===== src/sv/ioa_pkg.sv =====
// ----------------------------------------------------------------------------
// ioa_pkg
// Shared types and constants for the interval overlap admission block.
// ----------------------------------------------------------------------------
package ioa_pkg;

  localparam int DefMaxPoints = 2048;
  localparam int DefTimeBits  = 30;
  localparam int DeltaBits    = 13;
  localparam int LimitBits    = 8;
  localparam logic [LimitBits-1:0] LimitReset = 8'd2;
  localparam logic [1:0] AddrLimit = 2'd0;

  typedef enum logic [1:0] {
    ST_OK      = 2'd0,
    ST_OVERLAP = 2'd1,
    ST_FULL    = 2'd2,
    ST_INVALID = 2'd3
  } status_t;

  typedef enum logic [2:0] {
    S_IDLE,
    S_SCAN,
    S_DECIDE,
    S_SHIFT,
    S_DONE
  } state_t;

  // controller -> datapath
  typedef struct packed {
    logic load;      // latch request, reset pointers
    logic scan;      // advance scan by one entry
    logic shift;     // advance insert-shift by one entry
    logic commit;    // finish update, bump count
  } ioa_cmd_t;

  // datapath -> controller
  typedef struct packed {
    logic    invalid;
    logic    scan_done;
    logic    over;
    logic    full;
    logic    shift_done;
  } ioa_sts_t;

endpackage


===== src/sv/ioa_ctrl.sv =====
// ----------------------------------------------------------------------------
// ioa_ctrl
// Sequencer: scan pass, decision, rewrite pass, result strobe.
// ----------------------------------------------------------------------------
module ioa_ctrl (
  input  logic              clk,
  input  logic              rst,
  input  logic              start,
  output logic              busy,
  input  ioa_pkg::ioa_sts_t sts,
  output ioa_pkg::ioa_cmd_t cmd,
  output logic              done,
  output logic              accepted,
  output logic [1:0]        status
);
  import ioa_pkg::*;

  state_t  state, state_next;
  status_t res, res_next;

  always_ff @(posedge clk) begin
    if (rst) begin
      state <= S_IDLE;
      res   <= ST_OK;
    end else begin
      state <= state_next;
      res   <= res_next;
    end
  end

  always_comb begin
    state_next = state;
    res_next   = res;
    cmd        = '0;
    case (state)
      S_IDLE: begin
        if (start) begin
          cmd.load   = 1'b1;
          state_next = S_SCAN;
        end
      end
      S_SCAN: begin
        if (sts.invalid) begin
          res_next   = ST_INVALID;
          state_next = S_DONE;
        end else if (sts.scan_done) begin
          state_next = S_DECIDE;
        end else begin
          cmd.scan = 1'b1;
        end
      end
      S_DECIDE: begin
        if (sts.over) begin
          res_next   = ST_OVERLAP;
          state_next = S_DONE;
        end else if (sts.full) begin
          res_next   = ST_FULL;
          state_next = S_DONE;
        end else begin
          res_next   = ST_OK;
          state_next = S_SHIFT;
        end
      end
      S_SHIFT: begin
        if (sts.shift_done) begin
          cmd.commit = 1'b1;
          state_next = S_DONE;
        end else begin
          cmd.shift = 1'b1;
        end
      end
      S_DONE:  state_next = S_IDLE;
      default: state_next = S_IDLE;
    endcase
  end

  assign busy     = (state != S_IDLE);
  assign done     = (state == S_DONE);
  assign accepted = done && (res == ST_OK);
  assign status   = done ? res : ST_OK;

  a_done_after_busy: assert property (@(posedge clk) disable iff (rst)
    done |=> state == S_IDLE) else $error("done not followed by idle");
  a_load_idle: assert property (@(posedge clk) disable iff (rst)
    cmd.load |-> state == S_IDLE) else $error("load outside idle");
  a_commit_ok: assert property (@(posedge clk) disable iff (rst)
    cmd.commit |-> res == ST_OK) else $error("commit on refused request");
endmodule


===== config.mk =====
export PLATFORM = sky130hd
export DESIGN_NAME = ioa_ctrl
export DESIGN_NICKNAME = d
export VERILOG_FILES = /design/src/sv/ioa_pkg.sv /design/src/sv/ioa_ctrl.sv
export SDC_FILE = /design/constraint.sdc
export NUM_CORES = 1
export LEC_CHECK = 0
export ABC_CLOCK_PERIOD_IN_PS = 1160
export BUFFER_PORTS_ARGS = -buffer_cell sky130_fd_sc_hd__buf_2
export CAP_MARGIN = 20
export CORE_AREA = 2 2 39 41
export DETAILED_ROUTE_END_ITERATION = 7
export DIE_AREA = 0 0 41 43
export GPL_TIMING_DRIVEN = 1
export PLACE_DENSITY = 0.56
export SETUP_SLACK_MARGIN = 0.2
export SLEW_MARGIN = 30
export SYNTH_ARGS = -nofsm -noshare
export SYNTH_HDL_FRONTEND = slang
export SYNTH_SLANG_ARGS = --single-unit

===== constraint.sdc =====
create_clock -name clk -period 1.16 [get_ports clk]
set_input_delay 0.116 -clock clk [delete_from_list [all_inputs] [get_ports clk]]
set_output_delay 0.116 -clock clk [all_outputs]
set_load 0.02 [all_outputs]

== Yosys cells after proc, flatten, opt, wreduce, memory -nomap -nowiden ==
Index checks and enable logic that the tools add are counted.
Storage, ports and cells
  bits in registers: 5
  input bits: 8
  output and inout bits: 9
  logic and storage cells: 37
Cells by class
  equality and inequality tests: 8
  mux-type cells: 20
  reductions and logical operators: 7
Operator list (number)
  3-bit 2-to-1 mux: 6
  3-bit case mux with 4 select lines: 1
  2-bit 2-to-1 mux: 5
  1-bit 2-to-1 mux: 7
  3-bit by 2-bit == test with 1-bit output, second input constant: 2
  2-bit != test, second input constant: 3
  2-bit case mux with 2 select lines: 1
  3-bit by 1-bit == test with 1-bit output, second input constant: 1
  3-bit == test, second input constant: 1
  3-bit zero test: 1
  3-bit != test, second input constant: 1
  3-bit AND reduction: 1
  3-bit nonzero test: 1
  2-bit zero test: 1
  2-bit AND reduction: 1
  2-bit nonzero test: 1
  1-bit logical AND: 1

== Longest topological paths before layout ==
  word-level depth: 3
  mapped depth: 4
  depth with buffers taken out: 3

== Least setup slack after synthesis ==
OpenSTA, ideal clock, no wires.
  kind: register to output
  start: reg state[0]
  end: out accepted
  data arrival time: 1.429 ns
  slack: -0.385 ns
  stages on the path, launching flop included: 4
  cell sequence: dfxtp_1 > buf_4 > nor3b_2 > nor3b_1
On the way
  longest elaborated chain between the ends: 2
Ends and longest elaborated chain
  start: declaration: RTL line ioa_ctrl.sv:18  | state_t state, state_next;
  start signal: assignment: RTL line ioa_ctrl.sv:26  | state <= state_next;
  3-bit == test: RTL line ioa_ctrl.sv:78  | assign done = (state == S_DONE);
  net done: RTL line ioa_ctrl.sv:12  | output logic done,
  1-bit logical AND: RTL line ioa_ctrl.sv:79  | assign accepted = done && (res == ST_OK);
  end: declaration: RTL line ioa_ctrl.sv:13  | output logic accepted,
The timed path passes the listed nets, and every way through them passes these cells.

==> run summary <==
TritonRoute pass-1 iters - 3
CTS Buffer Depth - 2
Final max-slew violation count - 0
Clk root buf - clkbuf_4
Final hold vios - 0
Critical Setup Path Class - reg -> out
First-pass GRT wire length - 1620 um
Die width - 41 um
Crit path time final - 1.41 ns
Routed WL - 1060 um
CP max stage delay - 0.37 ns
Util after Layout - 49.4%
Combinational share of power - 27.8%
Vias per cell - 4.92
Setup WS post-layout - -0.247 ns
Nets - 84
Total CTS buffers - 3
Internal power - 0.000389 W
CP required - 1.04 ns
Cell taking the most area after synthesis - dfxtp_1
Largest net degree at the start of global routing - 8
Routed length per instance - 11.7 um
Rel. slew slack - 83.0%
Post-synth top area share - 25.4%
Pleak - 0.297 nW
Post-synthesis sequential area ratio - 25.4%
CTS tree - done
Seq cells post-synth - 5
H-Tree Level Count - 1
Top cells by area, synth - dfxtp_1, nor3b_2, mux2i_1
MaxCap Viol Count - 0
Initial antenna violation count - 0
Worst skew pair latency - 0.24 ns
GRT Total Usage - 14.1%
Share of cells above drive strength 1 - 62.7%
CP startpoint kind - flop
# rows - 14
Hold Buf Count CTS - 0
Delay-heaviest family, CP - simple AND/OR/NAND/NOR gates
Post-route ant nets - 0
Synthesized area per cell - 8.39 sq um
Fin cells - 91
CP endpoint kind - output port
Gr ovfl total - 0
Final setup TNS - -1.32 ns
Max stage delay cell, worst path - dfxtp_4
Flop pwr share - 35.2%
Failing checks - negative setup slack
Die Ht - 43 um
Die area - 1760 sq um
Fmax - 711 MHz
Crit path buf inv count - 2
Worst-margin pin slew - 0.253 ns
Multi-input logic area - 323 sq um
Type of the worst min-delay path - in -> reg
Hold_ws - 0.102 ns
Post-synth top flop - dfxtp_1
Port Buffer Count - 16
Core ar. - 1380 sq um
Starting Density - 28.5%
Clock power share - 37.0%
Crit-path cells - nand2b_1 -> or3_4 -> inv_4 -> buf_4
Final setup viols - 10
Setup WS pre-CTS - -0.0704 ns
DR vias - 448
Clock Pin Slew Worst Setup and Hold Paths - 0.05 ns
Drc violations - 0
Cells after DPL - 82
Net Count, Synth - 55
Number of fill cells - 139
Run status - finished, violations left
Fin crit share - 121%
Num ports - 17
Worst path arrival time - 1.29 ns
Area Overhead vs Synth - 73.3%
Most common library cells after synthesis - dfxtp_1, o21ai_0
Post-Synthesis Cells - 47
RSZ-0062 raised after global routing - true
Sw Pwr - 0.000164 W
Distinct cells, synth - 26
Worst vdd ir - 569 uV
Crit path max fanout - 7
Post-detail-place hpwl - 734 um
Diodes inserted - 0
Netlist Area Pre-Place - 394 sq um
Final worst clock skew - 0.00136 ns
Ys Warns - 0
Vias in the first global route - 385
1st-iter DRT viols - 10
Pwr Density - 809 nW/um^2
Switching part of the total - 29.7%
Register area - 111 sq um
Post-synth EDFFs - 0
Post-synth ARST share - 0%
Sink Count - 5
Flop2flop setup slack - -0.05 ns
Most frequent cell after synthesis - dfxtp_1
Routability cong. - 0.769
[cell usage in the layout, fill, tap and decap left out, drive strengths merged]
master   n
nand2    1
nand3    1
inv      2
nor2b    3
and2     3
buf     26
nor3     2
nor3b    4
or3      2
a21o     1
clkbuf   4
o32ai    1
a21oi    3
o21ai    4
dfxtp    5
and2b    1
nand2b   2
mux2i    2
nor2     2
o21a     1
nand3b   2
a211oi   1
and3     2
[cell families (layout without fill, tap and decap cells)]
kind of cell	Yosys count	in the layout	synth area share, %
simple gates	25	25	44.1
compound gates	11	11	18.7
flops	5	5	25.4
buf+inv	4	32	6.67
mux	2	2	5.08
[registers in the layout, indices dropped and copies added, names as in the netlist]
name   cells
res        2
state      3
[metrics by stage]
| step | instance area, sq um | power (W) |
|---|---|---|
| floorplan | 425 | 0.000277 |
| global placement | 541 | 0.000320 |
| detailed placement | 541 | 0.000321 |
| CTS | 656 | 0.000557 |
| global route | 683 | 0.000594 |
| finish | 683 | 0.000553 |
[what timing repair did]
action                     CTS  global route
setup endpoints to repair   14            14
buffers inserted             4             1
resized for setup           21             5
pin swaps                    3             1
[final cells by class]
class / instances / area share (%)
flip-flops and latches: 5 / 16.3
clock buffers: 4 / 3.85
inverters: 2 / 1.47
multi-input cells: 38 / 47.3
well taps: 16 / 2.93
repair buffers: 26 / 28.2
[per-layer routing]
layer | wire length (um) | track usage (%)
met1 | 488 | 17.7
met2 | 524 | 20.0
met3 | 49 | 6.28
met4 | 0 | 6.00
met5 | 0 | 0
[power groups by stage]
stage          Sequential, W  Combinational (W)  Clock [W]
2_1_floorplan       0.000194          0.0000824          0
3_3_place_gp        0.000201           0.000120          0
3_5_place_dp        0.000201           0.000120          0
4_1_cts             0.000196           0.000146   0.000214
5_1_grt             0.000196           0.000167   0.000231
6_report            0.000195           0.000154   0.000204
[path summary, 6_finish.rpt]
path,start,to,cells past startpoint
worst max-delay path,state[2],cmd[1],4
worst min register to register,res[0],res[0],2
worst min-delay path,rst,state[0],2
worst max register to register,state[1],state[1],4
Note: power is estimated with default switching activity, not from simulation.
